File: config.mk
export PLATFORM = sky130hd
export DESIGN_NAME = mvt_sum_stage
export DESIGN_NICKNAME = d
export VERILOG_FILES = /design/src/rtl/mvt_pkg.sv /design/src/rtl/mvt_sum_stage.sv
export SDC_FILE = /design/constraint.sdc
export NUM_CORES = 2
export LEC_CHECK = 0
export BUFFER_PORTS_ARGS = -buffer_cell sky130_fd_sc_hd__buf_2
export CORE_AREA = 10 10 447 449
export DETAILED_ROUTE_END_ITERATION = 7
export DIE_AREA = 0 0 457 459
export PLACE_DENSITY = 0.39
export REMOVE_ABC_BUFFERS = 1
export SYNTH_ARGS = -nofsm -noshare
export SYNTH_HDL_FRONTEND = slang
export SYNTH_SLANG_ARGS = --single-unit
File: constraint.sdc
create_clock -name clk -period 8.03 [get_ports clk]
set_clock_uncertainty 0.2 [all_clocks]
set_input_delay 1.606 -clock clk [delete_from_list [all_inputs] [get_ports clk]]
set_output_delay 1.606 -clock clk [all_outputs]
set_load 0.03 [all_outputs]
File: src/rtl/mvt_pkg.sv
package mvt_pkg;

  // Widths of the data path.
  localparam int DATA_W            = 32;
  localparam int PROD_W            = 2 * DATA_W;
  localparam int SUM_W             = PROD_W + 2;
  localparam int DIM               = 4;
  localparam int FRAC_BITS_DEFAULT = 16;

  // Item kinds.
  localparam logic KIND_LOAD  = 1'b0;
  localparam logic KIND_XFORM = 1'b1;

  typedef logic signed [DATA_W-1:0] coef_t;
  typedef logic signed [PROD_W-1:0] prod_t;

  // Sixteen coefficients, entry col*4+row.
  typedef coef_t [DIM*DIM-1:0] coef_mat_t;
  // Four vector components, x at index 0.
  typedef coef_t [DIM-1:0] vec_t;
  // Products indexed [row][column].
  typedef prod_t [DIM-1:0][DIM-1:0] prod_mat_t;

  // Write port of the coefficient store.
  typedef struct packed {
    logic        en;
    logic [1:0]  col;
    logic [1:0]  row;
    coef_t       value;
  } coef_wr_t;

endpackage

File: src/rtl/mvt_sum_stage.sv
module mvt_sum_stage #(
  parameter int FRAC_BITS = mvt_pkg::FRAC_BITS_DEFAULT
) (
  input  logic               clk,
  input  logic               rst,
  input  logic               in_valid,
  output logic               in_ready,
  input  mvt_pkg::prod_mat_t prods,
  output logic               out_valid,
  input  logic               out_ready,
  output mvt_pkg::vec_t      result,
  output logic               clip
);

  localparam int HI_W = mvt_pkg::SUM_W - mvt_pkg::DATA_W + 1;
  localparam logic [mvt_pkg::DATA_W-1:0] MAX_VAL = {1'b0, {(mvt_pkg::DATA_W-1){1'b1}}};
  localparam logic [mvt_pkg::DATA_W-1:0] MIN_VAL = {1'b1, {(mvt_pkg::DATA_W-1){1'b0}}};

  logic          valid;
  mvt_pkg::vec_t res_next;
  logic          clip_next;
  mvt_pkg::vec_t res_reg;
  logic          clip_reg;

  assign in_ready = !valid || out_ready;

  // Exact row sums, floor shift and saturation to 32 bits.
  always_comb begin
    logic signed [mvt_pkg::SUM_W-1:0] sum;
    logic signed [mvt_pkg::SUM_W-1:0] shifted;
    logic        [HI_W-1:0]           hi;
    logic        [mvt_pkg::PROD_W-1:0] p;
    res_next  = '0;
    clip_next = 1'b0;
    for (int r = 0; r < mvt_pkg::DIM; r++) begin
      sum = '0;
      for (int i = 0; i < mvt_pkg::DIM; i++) begin
        p   = prods[r][i];
        sum = sum + $signed({{2{p[mvt_pkg::PROD_W-1]}}, p});
      end
      shifted = sum >>> FRAC_BITS;
      hi      = shifted[mvt_pkg::SUM_W-1:mvt_pkg::DATA_W-1];
      if ((&hi) || !(|hi)) begin
        res_next[r] = shifted[mvt_pkg::DATA_W-1:0];
      end else begin
        res_next[r] = shifted[mvt_pkg::SUM_W-1] ? MIN_VAL : MAX_VAL;
        clip_next   = 1'b1;
      end
    end
  end

  // Result register.
  always_ff @(posedge clk) begin
    if (in_valid && in_ready) begin
      res_reg  <= res_next;
      clip_reg <= clip_next;
    end
  end

  always_ff @(posedge clk) begin
    if (rst) begin
      valid <= 1'b0;
    end else if (in_ready) begin
      valid <= in_valid;
    end
  end

  assign out_valid = valid;
  assign result    = res_reg;
  assign clip      = clip_reg;

endmodule

==> flow_summary.yaml <==
detailed_routing:
  vias: 33600
  routed_wl_um: 183000
  drt_pass1_iterations: 5
  drtIter0Drc: 1869
  postRouteAntennaNets: 0
  vias_per_cell: 4.19
  wire_per_inst_um: 22.9
  drcViolationCount: 0
clocking:
  cts_tree: "done"
  cts_hold_buffers: 0
  clk_latency_ps: 540
  post_cts_buffers: 0
  cts_sinks: 130
  htree_num_levels: 4
  numCtsBuffers: 17
  clkTransAtPathRegs_ps: 70
  ctsLongestPathBuffers: 2
  cts_root_buf: "clkbuf_16"
  cts_resized: 0
grt:
  first_global_vias: 37000
  antenna_found_initial: 38
  grt_pass1_wl_um: 261000
  grtUsageTotal_pct: 16.9
  grt_max_degree: 47
  gr-total-overflow: 0
floorplan:
  core_um2: 191000
  pin_count: 1159
  dieArea_um2: 210000
  die_w_um: 457
  num_rows: 161
  start_util_pct: 18.5
  die_h_um: 459
synth:
  synth.distinct_cells: 91
  synth_edf_count: 129
  synthArstFlopShare_pct: 0
  syn_area_per_cell_um2: 8.07
  synth-seq-cells: 130
  synthFlopType: "edfxtp_1"
  syn_area_um2: 35300
  synth_cells: 4371
  ys.warnings.count: 0
  ys_seq_area_share_pct: 11.0
pwr:
  power_mw: 11.5
  clockPowerShare_pct: 7.8
  power_density_nw_per_um2: 258
  power_frac_seq_pct: 12.1
  vdd_ir_drop_max_v: 0.000196
  p_leak_nw: 23.6
  p_sw_mw: 6.58
  p_comb_share_pct: 80.1
  switching_share_pct: 57.1
  internal_power_mw: 4.93
worst_setup_path:
  cp.required_ps: 8200
  reg2reg_setup_slack_ps: 5390
  crit_fanout: 20
  start_kind: "input port"
  cp.arrival_ps: 7250
  critical_path.endpoint_type: "register"
  critPathKind: "input port to register"
hold_path:
  hold_path_class: "register to register"
finish:
  fillers: 21600
  layout_common_cells: "inv_1 (1,367), buf_2 (1,158), fa_1 (512)"
  seq_area_um2: 3890
  largest_register_ffs: 128
  multi_input_comb_area_um2: 25700
  drive_gt1_share_pct: 23.2
  utilization_pct: 23.4
  syn_to_final_growth_pct: 26.6
  layout_commonest_cell: "inv_1"
  fin_nets: 7271
sta:
  tightestPinTransition_ps: 899
  max_slew_margin_pct: 39.5
  finalSetupViolCount: 0
  tns_ps: 0
  hold_viol: 0
  fin_crit_ps: 7080
  finalMaxSlewViolations: 0
  min_period_over_period_pct: 88.2
  fmax_mhz: 141
  rsz0062_at_grt: "false"
placement:
  hpwl_um: 169000
  portBuffers: 1158
  place.gp.congestion: 1.03
run_status:
  status: "finished, final reports clean"
job:
  drv_cap: 0
[worst paths after layout]
| path | from | endpoint | cells after the start |
|---|---|---|---|
| hold reg to reg | out_valid | out_valid | 2 |
| setup reg to reg | out_valid | result[16] | 3 |
| hold / removal | out_valid | out_valid | 2 |
| setup / recovery | prods[833] | result[96] | 21 |
[cell usage after synthesis (45+ instances only)]
master / number / area share (%)
nor3_1: 46 / 0.65
o21ai_0: 176 / 2.5
edfxtp_1: 129 / 11
mux2i_1: 88 / 2.5
a21o_1: 116 / 2.5
xor2_1: 85 / 2.1
nand3_1: 56 / 0.79
clkbuf_1: 79 / 0.84
inv_1: 1367 / 15
a21oi_1: 322 / 4.6
o21bai_1: 45 / 0.96
nor2_1: 164 / 1.7
ha_1: 252 / 8.9
nand4_1: 87 / 1.5
fa_1: 512 / 29
nand2_1: 260 / 2.8
xnor2_1: 111 / 2.8
[per-stage QoR]
stage	instance area [µm²]	std cells	hold slack, ps	setup WS [ps]
2_1_floorplan	34700	4259	660	286
3_3_place_gp	44100	7986	457	253
3_5_place_dp	44100	7986	461	241
4_1_cts	44700	8018	472	813
5_1_grt	44700	8019	474	577
6_report	44700	8024	454	948
[power by group through the flow]
stage | Combinational, mW | Sequential (mW) | Clock, mW
6_report | 9.22 | 1.39 | 0.899
5_1_grt | 10.2 | 1.42 | 0.972
4_1_cts | 9.35 | 1.40 | 0.957
3_5_place_dp | 9.27 | 1.40 | 0
3_3_place_gp | 9.33 | 1.41 | 0
2_1_floorplan | 5.32 | 1.91 | 0
[cells by family after synthesis]
group,share of synthesized area [%]
buffers and inverters,16.1
multiplexers,2.78
AND/OR/NAND/NOR,11.1
flip-flops,11.0
AO/OA/AOI/OAI,16.0
adder cells (fa/ha/maj),38.0
XOR/XNOR,4.91
[layer usage]
| metal | vias up | routed length [µm] | global-route usage [%] | share of wire [%] |
|---|---|---|---|---|
| li1 | 16100 | - | - | - |
| met2 | 1118 | 96600 | 32.1 | 53 |
| met1 | 16300 | 71400 | 19.0 | 39 |
| met5 | - | 157 | 0 | 0.086 |
| met4 | 26 | 4270 | 3.78 | 2.3 |
| met3 | 128 | 11100 | 4.09 | 6.0 |
[worst max-delay path, cell delays in order]
cell	delay [ps]
buf_2	160
inv_1	80
fa_1	490
fa_1	540
inv_1	40
ha_1	250
and4b_1	180
nor4_1	570
nor3_1	150
buf_4	180
o211a_1	220
o21ai_0	590
o21ai_1	250
xor2_1	250
nand2_1	60
or4_1	410
nor4_1	230
and4_1	220
mux2_2	260
buf_12	220
mux2i_1	220
[area by class of cell]
class / instances / share of cell area [%]
clock buffer: 17 / 0.952
timing repair buffer: 1201 / 13.8
tap: 2526 / 7.07
inverter: 1368 / 11.5
clock inverter: 15 / 0.356
sequential: 130 / 8.72
antenna: 6 / 0.0336
multi-input combinational: 2761 / 57.6
No activity file was read; power rests on OpenSTA's default activity.
