**src/rtl/mvt_pkg.sv**
```systemverilog
package mvt_pkg;

  // Widths of the data path.
  localparam int DATA_W            = 32;
  localparam int PROD_W            = 2 * DATA_W;
  localparam int SUM_W             = PROD_W + 2;
  localparam int DIM               = 4;
  localparam int FRAC_BITS_DEFAULT = 16;

  // Item kinds.
  localparam logic KIND_LOAD  = 1'b0;
  localparam logic KIND_XFORM = 1'b1;

  typedef logic signed [DATA_W-1:0] coef_t;
  typedef logic signed [PROD_W-1:0] prod_t;

  // Sixteen coefficients, entry col*4+row.
  typedef coef_t [DIM*DIM-1:0] coef_mat_t;
  // Four vector components, x at index 0.
  typedef coef_t [DIM-1:0] vec_t;
  // Products indexed [row][column].
  typedef prod_t [DIM-1:0][DIM-1:0] prod_mat_t;

  // Write port of the coefficient store.
  typedef struct packed {
    logic        en;
    logic [1:0]  col;
    logic [1:0]  row;
    coef_t       value;
  } coef_wr_t;

endpackage

```
**src/rtl/mvt_coef_store.sv**
```systemverilog
module mvt_coef_store #(
  parameter int FRAC_BITS = mvt_pkg::FRAC_BITS_DEFAULT
) (
  input  logic              clk,
  input  logic              rst,
  input  mvt_pkg::coef_wr_t wr,
  output mvt_pkg::coef_mat_t coefs
);

  localparam logic [mvt_pkg::DATA_W-1:0] ONE = mvt_pkg::DATA_W'(1) << FRAC_BITS;

  mvt_pkg::coef_mat_t mat;

  // Reset loads the identity matrix; a load word overwrites one entry.
  always_ff @(posedge clk) begin
    if (rst) begin
      for (int e = 0; e < mvt_pkg::DIM * mvt_pkg::DIM; e++) begin
        mat[e] <= ((e >> 2) == (e & 3)) ? ONE : '0;
      end
    end else if (wr.en) begin
      mat[{wr.col, wr.row}] <= wr.value;
    end
  end

  assign coefs = mat;

endmodule

```
**config.mk**
```make
export PLATFORM = sky130hd
export DESIGN_NAME = mvt_coef_store
export DESIGN_NICKNAME = d
export VERILOG_FILES = /design/src/rtl/mvt_pkg.sv /design/src/rtl/mvt_coef_store.sv
export SDC_FILE = /design/constraint.sdc
export NUM_CORES = 1
export LEC_CHECK = 0
export BUFFER_PORTS_ARGS = -buffer_cell sky130_fd_sc_hd__buf_2
export CAP_MARGIN = 10
export CORE_AREA = 2 2 212 214
export CTS_BUF_LIST = sky130_fd_sc_hd__clkbuf_2
export DETAILED_ROUTE_END_ITERATION = 12
export DIE_AREA = 0 0 214 216
export GPL_TIMING_DRIVEN = 0
export HOLD_SLACK_MARGIN = 0.06
export PLACE_DENSITY = 0.75
export SKIP_CTS_REPAIR_TIMING = 1
export SYNTH_ARGS = -nofsm -noshare
export SYNTH_HDL_FRONTEND = slang
export SYNTH_SLANG_ARGS = --single-unit
```
**constraint.sdc**
```tcl
create_clock -name clk -period 2.1 [get_ports clk]
set_clock_uncertainty 0.1 [all_clocks]
set_input_delay 0.63 -clock clk [delete_from_list [all_inputs] [get_ports clk]]
set_output_delay 0.63 -clock clk [all_outputs]
set_load 0.02 [all_outputs]
```
==> results.txt <==
The via count of the first global-routing pass is 16322. Among cell families on the critical path, the largest total delay comes from flip-flops. The first-pass GRT wire length is 100 mm. The count of unique library cells instantiated by Yosys is 14. Cells with a size suffix above 1 make up 53.9% of the layout. The post-route fraction of the period consumed by the critical path is 121%. The die extent in y came out at between 200 and 250 um. The total number of vias came out at ~17000.

The clock passes through at most 3 buffers. The sequential cells in the finished layout cover a total of approximately 0.011 mm2. STA classifies the critical path startpoint as a flip-flop. The number of instances in the synthesized netlist is roughly 1800. The floorplan has 77 rows.

Dividing total power by cell area gives a power density of 635 mW/mm2. The average size of a mapped cell came out at between 10 and 15 um2. The detailed router finished its first iteration with just over 1000 violations. The clock slew at the register clock pins of the worst setup and hold paths is 120 ps.

TritonCTS built the clock tree. Derived from the worst setup path, the maximum achievable clock frequency is 0.394 GHz. Together, buffers and inverters on the worst path number 1. The number of cells on the critical path is 1. The total internal power is 13.5 mW. The worst hold path cell count came out at 5. The total congestion overflow after global routing came out at 0. The netlist area before placement is 0.0197 mm2. The congestion estimate from routability-driven global placement came to 0.865. The cell taking the most area after synthesis is dfxtp_1.

The horizontal die dimension is 214 um. The initial antenna violation count came out at 6. The total iterations of the first detailed-routing run is 5.

Walking the worst path, the cells encountered are buf_6. The sequential cell fraction of total power is a little over half. The combinational cell fraction of total power came out at 8.5%. The initial standard-cell utilization of the core came out at 44.9%.

In this run the worst hold path is classified as input port to flip-flop. Clock latency on the worst-skew pair, taken at its later pin, is 1270 ps. For this design, the slowest cell found on the critical path is dfxtp_4. The portion of total power attributed to the clock network came out at 38.7%. The fraction of synthesized cell area taken by the top area cell type came out at 52.1%. The synthesized design contains 0 enable-type register cells. The post-synthesis register bit count is 512.

During I/O placement, the number of pins put on the boundary was 551. Input and output buffers added on the ports amount to 547. The deepest level of the CTS H-tree came out at 4.

Wires add up to 78.2 mm. CTS placed an instance of clkbuf_2 at the clock tree root. For this design the total switching power over the nets is 5.32 mW. The proportion of synthesized flip-flops having asynchronous set or reset is 0%.

The number of pins exceeding their max-slew limit in the final report is 0. Across every metal layer, demand over resource in global routing totals between 20% and 30%. The DRC violation count after routing is 0. The clock drives just over 500 sinks.

The total count of hold-check failures in the final report came out at 0. The peak ir drop on the vdd network came out at 0.568 mV. The number of nets with antenna violations after detailed routing is 0.

Across all hold checks on the routed design, the worst slack comes to between 150 and 200 ps. The data arrival time of the critical path is between 1500 and 2000 ps. By startpoint and endpoint, the worst setup path is classified as flip-flop to primary output. The slew at the pin with the worst max-slew slack is 966 ps. The floorplan step defined a die boundary enclosing 0.0462 mm2. The largest net degree at the start of global routing came out at 17.

The net count after synthesis came out at 1811. In the synthesized netlist, the cells that appear most often are nand2b_1, dfxtp_1, mux2i_1. The number of cells traversed by the worst register-to-register path is 3. The wire length per cell after detailed routing is 23.6 um. The number of maximum-capacitance violations came out at 0. By area the synthesized netlist is led by dfxtp_1, mux2i_1, nand2b_1, clkbuf_1, buf_2. The final reports fail on setup timing. The multi-input combinational cells in the finished layout cover a total of slightly below 0.009 mm2. The worst setup path is captured at a primary output. The area added between synthesis and finish is 50.7%.

Setup repair after global routing could not meet its margin everywhere. The maximum net fanout on the critical path is 2. The least setup slack across all paths after layout is -438 ps. The completed layout was analyzed and its total power is 18.8 mW. The final HPWL from detailed placement is about 50 mm. The largest incremental delay on the critical path is between 400 and 500 ps. In the synthesized netlist the dominant register cell turns out to be dfxtp_1. In the post-synthesis netlist, the cell with the most instances is nand2b_1. The number of buffers added by the clock tree synthesis step is 133. The filler cell count in the final layout came out at between 2000 and 3000. The total area inside the core boundary comes to about 0.044 mm2.

The worst path in the final design needs a cycle of ~2500 ps, including I/O delays and setup. The switching power as a share of total power came out at 28.2%. The required time of the critical path is 1370 ps. The sequential-to-total area share from yosys stat is about 52%. The run finished, with violations left. The net count of the finished layout is 2668. Setup violations remaining at the end of the flow were counted as 590. The static leakage came out at 15.3 nW.

The number of vias per cell is 5.16. The remaining max-slew budget at the tightest pin is 35.6%. The number of flip-flops in the largest register came out at 512. The yosys synthesis warning count is 0.
[power groups by stage]
stage               Clock [mW]  Combinational, mW  Sequential, mW
floorplan                    0              0.627            10.3
global placement             0               1.29            10.1
detailed placement           0               1.31            10.1
CTS                       7.22               1.32            9.90
global route              7.89               1.67            9.95
finish                    7.29               1.61            9.94
[per-stage QoR]
step / std cells / setup WS, ps / instance area, um2 / util (%) / setup TNS (ps)
after global placement: 2911 / -533 / 23200 / 52.8 / -110430
after floorplan: 1772 / 315 / 19700 / - / 0
after CTS: 3132 / -747 / 24400 / 55.6 / -287920
after detailed placement: 2911 / -592 / 23200 / 52.8 / -126040
final: 3311 / -438 / 29700 / 67.7 / -188380
after global routing: 3310 / -563 / 29700 / 67.7 / -257380
[area by class of cell]
| cell class | count | area share, % |
|---|---|---|
| clock inverter | 33 | 0.869 |
| sequential | 512 | 36.8 |
| clock buffer | 188 | 3.17 |
| antenna | 4 | 0.0337 |
| buffer | 178 | 2.63 |
| tap | 592 | 2.50 |
| timing repair buffer | 722 | 24.8 |
| multi-input combinational | 1082 | 29.2 |
[cell usage in the layout (no fill, tap or decap)]
| cell | count |
|---|---|
| and2_1 | 2 |
| dfxtp_4 | 11 |
| nand2_1 | 12 |
| clkbuf_2 | 188 |
| nand3_1 | 4 |
| buf_2 | 104 |
| diode_2 | 4 |
| nor3b_2 | 1 |
| nor2_1 | 6 |
| nand2b_1 | 540 |
| clkbuf_1 | 102 |
| and3_1 | 1 |
| mux2i_1 | 512 |
| clkinv_1 | 22 |
| buf_4 | 136 |
| and3b_1 | 2 |
| clkinv_2 | 2 |
| inv_2 | 4 |
| dlygate4sd3_1 | 46 |
| buf_6 | 512 |
| nor2b_1 | 2 |
| bufinv_16 | 5 |
| dfxtp_2 | 501 |
[metal layers]
| metal | up-vias | wire length (um) | track usage, % |
|---|---|---|---|
| li1 | 7539 | - | - |
| met1 | 8414 | 28900 | 32.8 |
| met2 | 870 | 38900 | 49.5 |
| met3 | 267 | 6240 | 10.3 |
| met4 | 0 | 4170 | 12.3 |
| met5 | - | 0 | 0 |
[worst reg2reg max path, cell delays in order, from the launching register on]
cell           delay (ps)
dfxtp_2               360
nand2b_1               60
mux2i_1               130
dlygate4sd3_1         560
[path summary, 6_finish.rpt]
kind,start,end,slack (ps)
min reg2reg,coefs[53]$_SDFFE_PP0P_,coefs[53]$_SDFFE_PP0P_,390
min,wr[35],coefs[224]$_SDFFE_PP0P_,190
max,coefs[388]$_SDFFE_PP0P_,coefs[388],-440
max reg2reg,coefs[415]$_SDFFE_PP0P_,coefs[415]$_SDFFE_PP0P_,840
[cells by family (layout without fill, tap and decap cells)]
family        after synthesis  count (layout)  synth area share (%)
simple gates              570             570                  17.9
flops                     512             512                  52.1
mux                       512             512                  26.0
other cells                 0               4                     0
buf+inv                   178            1121                  3.97
Power figures use the tool's default switching activity.
